==> src/sv/ted_pkg.sv <==
package ted_pkg;

  // Range allowed for the next UTF-8 continuation byte
  typedef enum logic [2:0] {
    RULE_ANY  = 3'd0,  // 0x80..0xBF
    RULE_A0BF = 3'd1,  // after 0xE0
    RULE_809F = 3'd2,  // after 0xED
    RULE_90BF = 3'd3,  // after 0xF0
    RULE_808F = 3'd4   // after 0xF4
  } utf8_rule_e;

  typedef enum logic [1:0] {
    ENC_UTF8    = 2'd0,
    ENC_GBK     = 2'd1,
    ENC_ASCII   = 2'd2,
    ENC_UNKNOWN = 2'd3
  } enc_e;

  // One checker step: a word is consumed from the input register
  typedef struct packed {
    logic valid;
    logic last;
  } step_t;

  localparam logic [7:0] ByteAsciiMax = 8'h7F;
  localparam logic [7:0] ContMin      = 8'h80;
  localparam logic [7:0] ContMax      = 8'hBF;
  localparam logic [7:0] Utf8Lead2Min = 8'hC2;
  localparam logic [7:0] Utf8Lead2Max = 8'hDF;
  localparam logic [7:0] Utf8E0       = 8'hE0;
  localparam logic [7:0] Utf8ED       = 8'hED;
  localparam logic [7:0] Utf8Lead3Max = 8'hEF;
  localparam logic [7:0] Utf8F0       = 8'hF0;
  localparam logic [7:0] Utf8F4       = 8'hF4;
  localparam logic [7:0] Cont9F       = 8'h9F;
  localparam logic [7:0] ContA0       = 8'hA0;
  localparam logic [7:0] Cont90       = 8'h90;
  localparam logic [7:0] Cont8F       = 8'h8F;
  localparam logic [7:0] GbkLeadMin   = 8'h81;
  localparam logic [7:0] GbkLeadMax   = 8'hFE;
  localparam logic [7:0] GbkTrailLo   = 8'h40;
  localparam logic [7:0] GbkTrailLoMx = 8'h7E;

endpackage

==> src/sv/ted_utf8.sv <==
module ted_utf8
  import ted_pkg::*;
(
  input  logic       clk_i,
  input  logic       rst_ni,
  input  step_t      step_i,
  input  logic [7:0] byte_i,
  output logic       valid_o   // text so far is complete strict UTF-8
);

  logic [1:0] pending_q, pending_d, pending_n;
  utf8_rule_e rule_q, rule_d, rule_n;
  logic       good_q, good_d, good_n;
  logic       cont_ok;

  always_comb begin
    case (rule_q)
      RULE_A0BF: cont_ok = (byte_i >= ContA0) && (byte_i <= ContMax);
      RULE_809F: cont_ok = (byte_i >= ContMin) && (byte_i <= Cont9F);
      RULE_90BF: cont_ok = (byte_i >= Cont90) && (byte_i <= ContMax);
      RULE_808F: cont_ok = (byte_i >= ContMin) && (byte_i <= Cont8F);
      default:   cont_ok = (byte_i >= ContMin) && (byte_i <= ContMax);
    endcase
  end

  always_comb begin
    pending_n = pending_q;
    rule_n    = rule_q;
    good_n    = good_q;
    if (good_q) begin
      if (pending_q != 2'd0) begin
        rule_n = RULE_ANY;
        if (cont_ok) begin
          pending_n = pending_q - 2'd1;
        end else begin
          good_n    = 1'b0;
          pending_n = 2'd0;
        end
      end else if (byte_i <= ByteAsciiMax) begin
        good_n = 1'b1;
      end else if (byte_i >= Utf8Lead2Min && byte_i <= Utf8Lead2Max) begin
        pending_n = 2'd1;
        rule_n    = RULE_ANY;
      end else if (byte_i == Utf8E0) begin
        pending_n = 2'd2;
        rule_n    = RULE_A0BF;
      end else if (byte_i == Utf8ED) begin
        pending_n = 2'd2;
        rule_n    = RULE_809F;
      end else if (byte_i > Utf8E0 && byte_i <= Utf8Lead3Max) begin
        pending_n = 2'd2;
        rule_n    = RULE_ANY;
      end else if (byte_i == Utf8F0) begin
        pending_n = 2'd3;
        rule_n    = RULE_90BF;
      end else if (byte_i == Utf8F4) begin
        pending_n = 2'd3;
        rule_n    = RULE_808F;
      end else if (byte_i > Utf8F0 && byte_i < Utf8F4) begin
        pending_n = 2'd3;
        rule_n    = RULE_ANY;
      end else begin
        good_n = 1'b0;
      end
    end
  end

  // A sequence left open at the end of the text fails
  assign valid_o = good_n && (pending_n == 2'd0);

  always_comb begin
    pending_d = pending_q;
    rule_d    = rule_q;
    good_d    = good_q;
    if (step_i.valid) begin
      if (step_i.last) begin
        pending_d = 2'd0;
        rule_d    = RULE_ANY;
        good_d    = 1'b1;
      end else begin
        pending_d = pending_n;
        rule_d    = rule_n;
        good_d    = good_n;
      end
    end
  end

  always_ff @(posedge clk_i or negedge rst_ni) begin
    if (!rst_ni) begin
      pending_q <= 2'd0;
      rule_q    <= RULE_ANY;
      good_q    <= 1'b1;
    end else begin
      pending_q <= pending_d;
      rule_q    <= rule_d;
      good_q    <= good_d;
    end
  end

`ifndef SYNTHESIS
  a_fail_clears_pending: assert property (@(posedge clk_i) disable iff (!rst_ni)
    !good_q |-> pending_q == 2'd0)
    else $error("utf8 failure left continuation bytes pending");

  a_rule_only_after_lead: assert property (@(posedge clk_i) disable iff (!rst_ni)
    rule_q != RULE_ANY |-> pending_q == 2'd2 || pending_q == 2'd3)
    else $error("narrow continuation rule without a fresh multi-byte lead");

  a_last_resets: assert property (@(posedge clk_i) disable iff (!rst_ni)
    step_i.valid && step_i.last |=> pending_q == 2'd0 && good_q && rule_q == RULE_ANY)
    else $error("utf8 state not returned to reset after last word");
`endif

endmodule

==> src/sv/ted_gbk.sv <==
module ted_gbk
  import ted_pkg::*;
(
  input  logic       clk_i,
  input  logic       rst_ni,
  input  step_t      step_i,
  input  logic [7:0] byte_i,
  output logic       valid_o   // text so far is complete well-formed GBK
);

  logic need_q, need_d, need_n;
  logic good_q, good_d, good_n;
  logic trail_ok;

  assign trail_ok = (byte_i >= GbkTrailLo && byte_i <= GbkTrailLoMx) ||
                    (byte_i >= ContMin && byte_i <= GbkLeadMax);

  always_comb begin
    need_n = need_q;
    good_n = good_q;
    if (good_q) begin
      if (need_q) begin
        need_n = 1'b0;
        good_n = trail_ok;
      end else if (byte_i >= GbkLeadMin && byte_i <= GbkLeadMax) begin
        need_n = 1'b1;
      end else if (byte_i > ByteAsciiMax) begin
        good_n = 1'b0;
      end
    end
  end

  // Drop the verdict if the text stops right after a lead byte
  assign valid_o = good_n && !need_n;

  always_comb begin
    need_d = need_q;
    good_d = good_q;
    if (step_i.valid) begin
      need_d = step_i.last ? 1'b0 : need_n;
      good_d = step_i.last ? 1'b1 : good_n;
    end
  end

  always_ff @(posedge clk_i or negedge rst_ni) begin
    if (!rst_ni) begin
      need_q <= 1'b0;
      good_q <= 1'b1;
    end else begin
      need_q <= need_d;
      good_q <= good_d;
    end
  end

endmodule

==> src/sv/text_encoding_detector.sv <==
// Text encoding detector: feed a text one byte per word on the slave stream,
// with tlast on its final byte. Strict UTF-8, GBK and ASCII are checked side
// by side; on the final byte one result word gives the three verdicts and the
// chosen encoding (UTF-8, else GBK, else ASCII, else unknown), and the checkers
// start afresh for the next text. Bytes that are not last produce no result.
// One byte is taken per cycle unless the input stalls: a byte sits in the input
// register while the checkers update, and the verdict for a last byte lands in the
// output register, from which the result word is offered. Only an output word left
// untaken while another text ends stalls the input.
module text_encoding_detector
  import ted_pkg::*;
(
  input  logic       clk_i,
  input  logic       rst_ni,
  input  logic       s_axis_tvalid_i,
  output logic       s_axis_tready_o,
  input  logic [7:0] s_axis_tdata_i,   // [7:0] text_byte
  input  logic       s_axis_tlast_i,   // last_byte
  output logic       m_axis_tvalid_o,
  input  logic       m_axis_tready_i,
  output logic [7:0] m_axis_tdata_o    // [1:0] encoding, [2] utf8_valid,
                                       // [3] gbk_valid, [4] ascii_valid, [7:5] 0
);

  logic       in_valid_q, in_valid_d;
  logic [7:0] in_byte_q;
  logic       in_last_q;
  logic       consume, load_out, in_take;
  step_t      step;

  logic       utf8_ok, gbk_ok, ascii_ok;
  logic       ascii_q, ascii_d;
  enc_e       enc;

  logic       out_valid_q, out_valid_d;
  enc_e       out_enc_q;
  logic       out_utf8_q, out_gbk_q, out_ascii_q;

  // A last byte may only leave the input register when the output can take it
  assign consume  = in_valid_q && (!in_last_q || !out_valid_q || m_axis_tready_i);
  assign load_out = consume && in_last_q;
  assign s_axis_tready_o = !in_valid_q || consume;
  assign in_take  = s_axis_tvalid_i && s_axis_tready_o;

  assign step.valid = consume;
  assign step.last  = in_last_q;

  ted_utf8 u_utf8 (
    .clk_i   (clk_i),
    .rst_ni  (rst_ni),
    .step_i  (step),
    .byte_i  (in_byte_q),
    .valid_o (utf8_ok)
  );

  ted_gbk u_gbk (
    .clk_i   (clk_i),
    .rst_ni  (rst_ni),
    .step_i  (step),
    .byte_i  (in_byte_q),
    .valid_o (gbk_ok)
  );

  assign ascii_ok = ascii_q && !in_byte_q[7];

  always_comb begin
    if (utf8_ok) begin
      enc = ENC_UTF8;
    end else if (gbk_ok) begin
      enc = ENC_GBK;
    end else if (ascii_ok) begin
      enc = ENC_ASCII;
    end else begin
      enc = ENC_UNKNOWN;
    end
  end

  always_comb begin
    ascii_d = ascii_q;
    if (consume) begin
      ascii_d = in_last_q ? 1'b1 : ascii_ok;
    end
  end

  always_comb begin
    in_valid_d = in_valid_q;
    if (in_take) begin
      in_valid_d = 1'b1;
    end else if (consume) begin
      in_valid_d = 1'b0;
    end
  end

  always_comb begin
    out_valid_d = out_valid_q;
    if (load_out) begin
      out_valid_d = 1'b1;
    end else if (m_axis_tready_i) begin
      out_valid_d = 1'b0;
    end
  end

  always_ff @(posedge clk_i or negedge rst_ni) begin
    if (!rst_ni) begin
      in_valid_q  <= 1'b0;
      out_valid_q <= 1'b0;
      ascii_q     <= 1'b1;
    end else begin
      in_valid_q  <= in_valid_d;
      out_valid_q <= out_valid_d;
      ascii_q     <= ascii_d;
    end
  end

  always_ff @(posedge clk_i) begin
    if (in_take) begin
      in_byte_q <= s_axis_tdata_i;
      in_last_q <= s_axis_tlast_i;
    end
    if (load_out) begin
      out_enc_q   <= enc;
      out_utf8_q  <= utf8_ok;
      out_gbk_q   <= gbk_ok;
      out_ascii_q <= ascii_ok;
    end
  end

  assign m_axis_tvalid_o = out_valid_q;
  assign m_axis_tdata_o  = {3'b000, out_ascii_q, out_gbk_q, out_utf8_q, out_enc_q};

`ifndef SYNTHESIS
  a_result_from_last: assert property (@(posedge clk_i) disable iff (!rst_ni)
    $rose(out_valid_q) |-> $past(consume && in_last_q))
    else $error("result word raised without a consumed last byte");

  a_stall_only_when_full: assert property (@(posedge clk_i) disable iff (!rst_ni)
    !s_axis_tready_o |-> in_valid_q && in_last_q && out_valid_q)
    else $error("input stalled without a pending result");

  a_enc_matches_flags: assert property (@(posedge clk_i) disable iff (!rst_ni)
    out_valid_q |-> (out_enc_q == ENC_UTF8) == out_utf8_q &&
                    (out_enc_q != ENC_ASCII || out_ascii_q))
    else $error("encoding verdict disagrees with validity flags");
`endif

endmodule

==> config.mk <==
export PLATFORM = sky130hd
export DESIGN_NAME = text_encoding_detector
export DESIGN_NICKNAME = d
export VERILOG_FILES = /design/src/sv/ted_pkg.sv /design/src/sv/ted_utf8.sv /design/src/sv/ted_gbk.sv /design/src/sv/text_encoding_detector.sv
export SDC_FILE = /design/constraint.sdc
export NUM_CORES = 1
export LEC_CHECK = 0
export BUFFER_PORTS_ARGS = -buffer_cell sky130_fd_sc_hd__buf_2
export CAP_MARGIN = 20
export CORE_UTILIZATION = 50
export CTS_CLUSTER_DIAMETER = 120
export CTS_CLUSTER_SIZE = 24
export DETAILED_ROUTE_END_ITERATION = 7
export HOLD_SLACK_MARGIN = 0.1
export PLACE_DENSITY_LB_ADDON = 0.05
export SYNTH_ARGS = -nofsm -noshare
export SYNTH_HDL_FRONTEND = slang
export SYNTH_SLANG_ARGS = --single-unit
==> constraint.sdc <==
create_clock -name clk_i -period 1.7 [get_ports clk_i]
set_input_delay 0.17 -clock clk_i [delete_from_list [all_inputs] [get_ports clk_i]]
set_output_delay 0.17 -clock clk_i [all_outputs]
set_load 0.03 [all_outputs]
==> impl_results.html, run 1 <==
<table>
<tr><th>Metric</th><th>Value</th></tr>
<tr><th colspan="2">Floorplan</th></tr>
<tr><td># rows</td><td>18</td></tr>
<tr><td>Die ar.</td><td>~3000 µm²</td></tr>
<tr><td>Die width</td><td>55.01 µm</td></tr>
<tr><td>Core footprint</td><td>about 2600 µm²</td></tr>
<tr><td>Height of the die</td><td>around 55 µm</td></tr>
<tr><td>Ports</td><td>23</td></tr>
<tr><td>Initial core utilization</td><td>0.5473</td></tr>
<tr><th colspan="2">Timing</th></tr>
<tr><td>Time the worst path needs with I/O delays and setup</td><td>1.719 ns</td></tr>
<tr><td>Clock Skews</td><td>about 0.0028 ns</td></tr>
<tr><td># setup viols final</td><td>3</td></tr>
<tr><td>Final worst-path setup slack</td><td>-0.01920 ns</td></tr>
<tr><td>Unrepaired setup endpoints after global routing</td><td>true</td></tr>
<tr><td>Number of hold violations in the final report</td><td>0</td></tr>
<tr><td>Period utilization</td><td>1.011</td></tr>
<tr><td>Final total negative setup slack</td><td>-0.04283 ns</td></tr>
<tr><td>Max-slew violation count</td><td>0</td></tr>
<tr><td>Hold Slack</td><td>approximately 0.23 ns</td></tr>
<tr><td>Timing-limited maximum frequency</td><td>between 500 and 600 MHz</td></tr>
<tr><th colspan="2">Cells and area</th></tr>
<tr><td>Most frequent cells in the layout</td><td>sky130_fd_sc_hd__buf_4, sky130_fd_sc_hd__buf_2, sky130_fd_sc_hd__edfxtp_1, sky130_fd_sc_hd__dlygate4sd3_1, sky130_fd_sc_hd__nand2_1</td></tr>
<tr><td>Layout cells sized above 1</td><td>0.3895</td></tr>
<tr><td>Finished Core Util</td><td>0.7427</td></tr>
<tr><td>Ant. Diodes</td><td>0</td></tr>
<tr><td>Total Nets Final</td><td>205</td></tr>
<tr><td>Post-synthesis to final-layout area growth</td><td>35.71%</td></tr>
<tr><td>Commonest non-fill, non-tap cell in the layout</td><td>sky130_fd_sc_hd__buf_4</td></tr>
<tr><th colspan="2">Power</th></tr>
<tr><td>Pwr dens</td><td>832.7 nW/µm²</td></tr>
<tr><td>Relative contribution of sequential cells to total power</td><td>0.492</td></tr>
<tr><td>Logic pwr share</td><td>0.339</td></tr>
<tr><td>Internal power</td><td>~1.1 mW</td></tr>
<tr><td>Worst ir drop on vdd</td><td>0.0007762 V</td></tr>
<tr><td>Net switching component of the power</td><td>approximately 0.52 mW</td></tr>
<tr><td>Switch share</td><td>0.3300</td></tr>
<tr><td>Clock network power share</td><td>0.170</td></tr>
<tr><td>Cell leakage power</td><td>~0.81 nW</td></tr>
<tr><td>Total power</td><td>between 1.5 and 2 mW</td></tr>
<tr><th colspan="2">Worst setup path</th></tr>
<tr><td>CP peak stage delay</td><td>between 0.5 and 0.6 ns</td></tr>
<tr><td>Largest delay share family, worst path</td><td>simple AND/OR/NAND/NOR gates</td></tr>
<tr><td>Worst reg2reg setup slack</td><td>-0.02 ns</td></tr>
<tr><td>Highest fanout seen on the critical path</td><td>3</td></tr>
<tr><td>Crit path kind</td><td>reg2reg</td></tr>
<tr><td>Data required time at the worst endpoint</td><td>~1.8 ns</td></tr>
<tr><td>Worst-case reg-to-reg path depth</td><td>5</td></tr>
<tr><td>Critical Path Sink Type</td><td>flip-flop</td></tr>
<tr><td>Cell at the slowest stage of the critical path</td><td>sky130_fd_sc_hd__or4_4</td></tr>
<tr><td>Origin of the critical flop-to-flop path</td><td>in_byte_q[3]</td></tr>
<tr><td>Chain of cells forming the critical path</td><td>or4_4 -&gt; nand3_4 -&gt; o211a_1 -&gt; nor3_4 -&gt; and2_1</td></tr>
<tr><td>Crit path buffers/inverters</td><td>0</td></tr>
<tr><td>Critical path arrival</td><td>between 1.5 and 2 ns</td></tr>
<tr><td>Startpoint types</td><td>flip-flop</td></tr>
<tr><td>Reg-to-reg endpoint</td><td>out_utf8_q</td></tr>
<tr><th colspan="2">Synth</th></tr>
<tr><td>Area leader, netlist</td><td>sky130_fd_sc_hd__edfxtp_1</td></tr>
<tr><td>Main synth FF type</td><td>sky130_fd_sc_hd__edfxtp_1</td></tr>
<tr><td>Share of synthesized area occupied by flip-flops and latches</td><td>0.4978</td></tr>
<tr><td>Post-Syn Area per Cell</td><td>10.18 µm²</td></tr>
<tr><td>Distinct cells, synth</td><td>46</td></tr>
<tr><td>Area contributors post-synth</td><td>sky130_fd_sc_hd__edfxtp_1, sky130_fd_sc_hd__dfrtp_1, sky130_fd_sc_hd__dfstp_2, sky130_fd_sc_hd__a21oi_1, sky130_fd_sc_hd__o21ai_0</td></tr>
<tr><td>Synth warnings</td><td>0</td></tr>
<tr><td>Synthesized flop and latch total</td><td>25</td></tr>
<tr><td>Synthesized area</td><td>between 1000 and 1500 µm²</td></tr>
<tr><td>Number of synthesized flops with an enable pin</td><td>14</td></tr>
<tr><td>Async set or reset register ratio after synthesis</td><td>0.4400</td></tr>
<tr><td>Cells after Synth</td><td>~140</td></tr>
<tr><td>Share of the synthesized area in the top cell type</td><td>0.2992</td></tr>
<tr><th colspan="2">Drt</th></tr>
<tr><td>Remaining DRCs</td><td>0</td></tr>
<tr><td>Via-to-Cell Ratio</td><td>around 5.7</td></tr>
<tr><td>Vias post-DR</td><td>between 1000 and 1500</td></tr>
<tr><td>Initial drt markers</td><td>37</td></tr>
<tr><td>Drt pass-1 iters</td><td>4</td></tr>
<tr><td>Total wirelength of the detailed-routed design</td><td>3.370 mm</td></tr>
<tr><td>Remaining antenna violation count after routing</td><td>0</td></tr>
<tr><td>Routed wire per std cell</td><td>around 15 µm</td></tr>
<tr><th colspan="2">Placed design</th></tr>
<tr><td>Port Buf Inserts</td><td>19</td></tr>
<tr><td>Post-detail-place hpwl</td><td>2.296 mm</td></tr>
<tr><td>Pre-CTS setup slack</td><td>-0.1021 ns</td></tr>
<tr><td>Global placement routability congestion</td><td>0.8192</td></tr>
<tr><th colspan="2">CTS</th></tr>
<tr><td>Clk Latency, worst-skew pair</td><td>between 0.3 and 0.4 ns</td></tr>
<tr><td>CTS clock-pin slew for the worst setup and hold paths</td><td>about 0.14 ns</td></tr>
<tr><td>Total number of H-tree levels</td><td>1</td></tr>
<tr><td>Max Buffers Root-to-Sink</td><td>2</td></tr>
<tr><td>CTS Buf Count</td><td>3</td></tr>
<tr><td>Cell chosen for the clock root</td><td>sky130_fd_sc_hd__clkbuf_4</td></tr>
<tr><td>CTS tree</td><td>built</td></tr>
<tr><td>CTS sink cnt</td><td>25</td></tr>
<tr><th colspan="2">GRT</th></tr>
<tr><td>Antenna violations before repair</td><td>0</td></tr>
<tr><td>Largest net degree at the start of global routing</td><td>14</td></tr>
<tr><td>GR Util All Layers</td><td>0.2525</td></tr>
<tr><td>Global-route wire length before repair</td><td>just over 5 mm</td></tr>
<tr><td>Total gr overflow</td><td>0</td></tr>
<tr><td>Number of global-route vias before repair</td><td>around 1200</td></tr>
<tr><th colspan="2">Hold path</th></tr>
<tr><td>Worst hold path type</td><td>in2async</td></tr>
<tr><th colspan="2">Job</th></tr>
<tr><td>Max-capacitance violation count</td><td>0</td></tr>
<tr><th colspan="2">Run status</th></tr>
<tr><td>Violations in the final reports</td><td>negative setup slack</td></tr>
<tr><td>Result of the run</td><td>finished with violations</td></tr>
</table>
how the worst max path moves through the flow:
stage                startpoint            to  slack, ns  depth (start not counted)
6_report           in_byte_q[3]    out_utf8_q      -0.02                          5
5_1_grt            in_byte_q[1]  u_gbk.need_q      -0.07                          6
4_1_cts        u_utf8.rule_q[2]    out_utf8_q      -0.05                          5
3_5_place_dp       in_byte_q[6]    out_utf8_q      -0.10                          5
3_3_place_gp       in_byte_q[4]  out_enc_q[1]      -0.02                          5
2_1_floorplan      in_byte_q[1]  out_enc_q[1]      0.004                          5
synth_stat cells, types with 3 or more instances:
library cell	instances
sky130_fd_sc_hd__dfstp_2	3
sky130_fd_sc_hd__buf_4	6
sky130_fd_sc_hd__dfrtp_1	8
sky130_fd_sc_hd__a21oi_1	10
sky130_fd_sc_hd__nor3_1	5
sky130_fd_sc_hd__nand2_1	10
sky130_fd_sc_hd__nand3b_1	3
sky130_fd_sc_hd__a22o_1	3
sky130_fd_sc_hd__nand2b_1	3
sky130_fd_sc_hd__buf_2	3
sky130_fd_sc_hd__nor2b_1	5
sky130_fd_sc_hd__o21ai_0	10
sky130_fd_sc_hd__edfxtp_1	14
sky130_fd_sc_hd__and2_1	3
sky130_fd_sc_hd__nor2_1	6
sky130_fd_sc_hd__nand3_1	4
sky130_fd_sc_hd__inv_1	8
routing by layer:
metal / wire length [µm] / global-route usage / vias to the layer above
li1: - / - / 610
met1: 1343 / 0.2902 / 603
met2: 1839 / 0.4639 / 36
met3: 137 / 0.04098 / 6
met4: 51 / 0.09583 / 0
met5: 0 / 0 / -
layout make-up:
class	count	area [µm²]
Timing Repair Buffer	56	406.6
Tap cell	30	37.54
Multi-Input combinational cell	97	704.4
Sequential cell	25	701.9
Fill cell	197	660.6
Clock buffer	4	26.28
Inverter	8	30.03
power by group through the flow:
stage / Sequential [mW] / Clock (mW) / Combinational (mW)
after floorplan: 0.801 / 0 / 0.316
after global placement: 0.788 / 0 / 0.444
after detailed placement: 0.792 / 0 / 0.463
after CTS: 0.778 / 0.280 / 0.496
after global routing: 0.793 / 0.290 / 0.583
final: 0.781 / 0.269 / 0.538
sequential cells by signal (all words and copies together), names as in the netlist, 2 cells and up:
register / count
in_byte_q: 8
out_enc_q: 2
u_utf8.pending_q: 2
u_utf8.rule_q: 3
metrics by stage:
stage | std cells | area [µm²]
3_3_place_gp | 196 | 1615
6_report | 220 | 1907
5_1_grt | 220 | 1907
3_5_place_dp | 196 | 1615
2_1_floorplan | 140 | 1420
4_1_cts | 217 | 1821
cells by family after synthesis:
| logic type | Yosys count | synth area share |
|---|---|---|
| other | 1 | 0.002669 |
| XOR/XNOR | 1 | 0.006234 |
| multiplexers | 1 | 0.007124 |
| AND/OR/NAND/NOR | 52 | 0.2208 |
| AO/OA/AOI/OAI | 39 | 0.1888 |
| buffers and inverters | 18 | 0.06767 |
| adder cells (fa/ha/maj) | 1 | 0.008903 |
| flip-flops | 25 | 0.4978 |
what timing repair did:
| item | CTS | global route |
|---|---|---|
| hold buffers | 12 | 0 |
| gates resized for setup | 7 | 16 |
| hold endpoints to repair | 22 | 0 |
| pin swaps | 13 | 7 |
| buffers inserted | 5 | 3 |
| endpoints found under the setup margin | 5 | 9 |
(Power assumes the default switching activity.)
==> run 2: changes to the inputs <==
CORE_ASPECT_RATIO = 2   (was unset)
GPL_ROUTABILITY_DRIVEN = 0   (was unset)
HOLD_SLACK_MARGIN = unset   (was 0.1)
==> impl_results.html, run 2 (same netlist as run 1, synthesis figures left out) <==
<table>
<tr><th>Metric</th><th>Value</th></tr>
<tr><th colspan="2">Cells and area</th></tr>
<tr><td>Layout Cells excl Fill</td><td>around 210</td></tr>
<tr><td>Register name with the most flops</td><td>in_byte_q</td></tr>
<tr><td>Layout cells sized above 1</td><td>0.4674</td></tr>
<tr><td>Most frequent cells in the layout</td><td>sky130_fd_sc_hd__buf_4, sky130_fd_sc_hd__buf_2, sky130_fd_sc_hd__edfxtp_1, sky130_fd_sc_hd__nand2_1</td></tr>
<tr><td>Commonest non-fill, non-tap cell in the layout</td><td>sky130_fd_sc_hd__buf_4</td></tr>
<tr><td>Ant. Diodes</td><td>0</td></tr>
<tr><td>Post-synthesis to final-layout area growth</td><td>35.44%</td></tr>
<tr><td>Total Nets Final</td><td>approximately 200</td></tr>
<tr><td>Registers with the most flip-flops</td><td>in_byte_q x8, u_utf8.rule_q x3</td></tr>
<tr><td>Max reg flops</td><td>8</td></tr>
<tr><th colspan="2">Hold path</th></tr>
<tr><td>Hold Path Depth</td><td>1</td></tr>
<tr><td>Worst hold path type</td><td>in2reg</td></tr>
<tr><th colspan="2">Floorplan</th></tr>
<tr><td>Height of the die</td><td>about 77 µm</td></tr>
<tr><td>Core footprint</td><td>between 2000 and 3000 µm²</td></tr>
<tr><td>Ports</td><td>23</td></tr>
<tr><td># rows</td><td>26</td></tr>
<tr><td>Die width</td><td>around 39 µm</td></tr>
<tr><td>Die ar.</td><td>a little over 3000 µm²</td></tr>
<tr><td>Initial core utilization</td><td>0.5399</td></tr>
<tr><th colspan="2">GRT</th></tr>
<tr><td>GR Util All Layers</td><td>0.2207</td></tr>
<tr><td>Largest net degree at the start of global routing</td><td>14</td></tr>
<tr><td>Number of global-route vias before repair</td><td>approximately 1200</td></tr>
<tr><td>Total gr overflow</td><td>0</td></tr>
<tr><td>Antenna violations before repair</td><td>0</td></tr>
<tr><td>Global-route wire length before repair</td><td>between 4 and 5 mm</td></tr>
<tr><th colspan="2">Placed design</th></tr>
<tr><td>Dpl cells</td><td>a little under 200</td></tr>
<tr><td>Pre-CTS setup slack</td><td>-0.03679 ns</td></tr>
<tr><td>Port Buf Inserts</td><td>19</td></tr>
<tr><td>Post-detail-place hpwl</td><td>roughly 2.3 mm</td></tr>
<tr><th colspan="2">Timing</th></tr>
<tr><td>Time the worst path needs with I/O delays and setup</td><td>1.772 ns</td></tr>
<tr><td>Max-slew violation count</td><td>0</td></tr>
<tr><td>Hold Slack</td><td>between 0.06 and 0.07 ns</td></tr>
<tr><td>Clock Skews</td><td>between 0.005 and 0.006 ns</td></tr>
<tr><td>Number of hold violations in the final report</td><td>0</td></tr>
<tr><td>Final worst-path setup slack</td><td>-0.07226 ns</td></tr>
<tr><td>Timing-limited maximum frequency</td><td>between 500 and 600 MHz</td></tr>
<tr><td>Period utilization</td><td>1.043</td></tr>
<tr><td># setup viols final</td><td>5</td></tr>
<tr><td>Final total negative setup slack</td><td>-0.2310 ns</td></tr>
<tr><td>Unrepaired setup endpoints after global routing</td><td>true</td></tr>
<tr><th colspan="2">CTS</th></tr>
<tr><td>CTS clock-pin slew for the worst setup and hold paths</td><td>0.08 ns</td></tr>
<tr><td>CTS sink cnt</td><td>25</td></tr>
<tr><td>Max Buffers Root-to-Sink</td><td>2</td></tr>
<tr><td>Cell chosen for the clock root</td><td>sky130_fd_sc_hd__clkbuf_8</td></tr>
<tr><td>Total number of H-tree levels</td><td>1</td></tr>
<tr><td>Clk Latency, worst-skew pair</td><td>around 0.27 ns</td></tr>
<tr><td>CTS Buf Count</td><td>3</td></tr>
<tr><td>CTS tree</td><td>built</td></tr>
<tr><th colspan="2">Power</th></tr>
<tr><td>Total power</td><td>between 1.5 and 2 mW</td></tr>
<tr><td>Pwr dens</td><td>between 800 and 900 nW/µm²</td></tr>
<tr><td>Cell leakage power</td><td>0.8093 nW</td></tr>
<tr><td>Worst ir drop on vdd</td><td>a little under 0.0008 V</td></tr>
<tr><th colspan="2">Drt</th></tr>
<tr><td>Via-to-Cell Ratio</td><td>approximately 5.7</td></tr>
<tr><td>Drt pass-1 iters</td><td>4</td></tr>
<tr><td>Remaining DRCs</td><td>0</td></tr>
<tr><td>Total wirelength of the detailed-routed design</td><td>3.168 mm</td></tr>
<tr><td>Initial drt markers</td><td>22</td></tr>
<tr><td>Vias post-DR</td><td>roughly 1200</td></tr>
<tr><td>Routed wire per std cell</td><td>14.94 µm</td></tr>
<tr><td>Remaining antenna violation count after routing</td><td>0</td></tr>
<tr><th colspan="2">Worst setup path</th></tr>
<tr><td>Worst-case reg-to-reg path depth</td><td>5</td></tr>
<tr><td>Data required time at the worst endpoint</td><td>1.73 ns</td></tr>
<tr><td>Startpoint types</td><td>flip-flop</td></tr>
<tr><td>Highest fanout seen on the critical path</td><td>4</td></tr>
<tr><td>Crit path kind</td><td>reg2reg</td></tr>
<tr><td>Critical Path Sink Type</td><td>flip-flop</td></tr>
<tr><td>Critical path arrival</td><td>between 1.5 and 2 ns</td></tr>
<tr><th colspan="2">Job</th></tr>
<tr><td>Max-capacitance violation count</td><td>0</td></tr>
<tr><th colspan="2">Run status</th></tr>
<tr><td>Violations in the final reports</td><td>negative setup slack</td></tr>
<tr><td>Result of the run</td><td>finished with violations</td></tr>
</table>
[run 2: cell types whose count changed in the layout (fill, tap and decap cells not counted), moves of 2 or more]
| cell | change |
|---|---|
| sky130_fd_sc_hd__clkbuf_8 | +3 |
| sky130_fd_sc_hd__nor2b_1 | -2 |
| sky130_fd_sc_hd__o21ai_1 | -2 |
| sky130_fd_sc_hd__buf_6 | +2 |
| sky130_fd_sc_hd__dlygate4sd3_1 | -11 |
| sky130_fd_sc_hd__clkbuf_4 | -3 |
| sky130_fd_sc_hd__o31ai_1 | -2 |
| sky130_fd_sc_hd__buf_4 | +3 |
[run 2: area by class of cell]
| type | instances | area [µm²] |
|---|---|---|
| multi-input cells | 97 | 750.7 |
| flip-flops and latches | 25 | 700.7 |
| inverters | 8 | 30.03 |
| well taps | 28 | 35.03 |
| clock buffers | 4 | 45.04 |
| repair buffers | 50 | 341.6 |
| fillers | 198 | 699.4 |
[run 2: final timing paths]
path                                       start               end  slack (ns)
worst max-delay path            u_utf8.rule_q[1]        out_utf8_q       -0.07
worst min-delay path              s_axis_tlast_i         in_last_q        0.07
worst max register to register  u_utf8.rule_q[1]        out_utf8_q       -0.07
worst min register to register           ascii_q           ascii_q        0.49
max in group asynchronous                 rst_ni     u_utf8.good_q        1.12
min in group asynchronous                 rst_ni  u_utf8.rule_q[0]        0.31
[run 2: metal layers]
layer	GRT usage	routed length, µm
met5	0	0
met4	0.1690	245
met3	0.02312	109
met2	0.3705	1723
met1	0.2242	1090
[run 2: worst max-delay path, cell delays in order (launching register included)]
cell and delay [ns]:
sky130_fd_sc_hd__dfrtp_2 0.45, sky130_fd_sc_hd__xor2_2 0.20, sky130_fd_sc_hd__and2_4 0.19, sky130_fd_sc_hd__o21a_1 0.18
sky130_fd_sc_hd__o311a_1 0.34, sky130_fd_sc_hd__and2_1 0.18
[run 2: per-stage QoR]
stage                     utilization  instance area [µm²]
after floorplan                     -                 1420
after global placement         0.6313                 1643
after detailed placement       0.6313                 1643
after CTS                      0.6644                 1729
after global routing           0.7313                 1903
final                          0.7313                 1903
[run 2: where the power goes]
group	total, mW	switching [mW]	internal [mW]
clock network	0.343	0.175	0.168
registers	0.784	0.0546	0.730
logic	0.536	0.300	0.236
total	1.66	0.529	1.13
[run 2: what timing repair did]
item                                    CTS  global route
hold endpoints to repair                  8             0
buffers inserted                          2             7
hold buffers                              1             0
pin swaps                                 1            14
resized for setup                         4            29
endpoints found under the setup margin    7            10
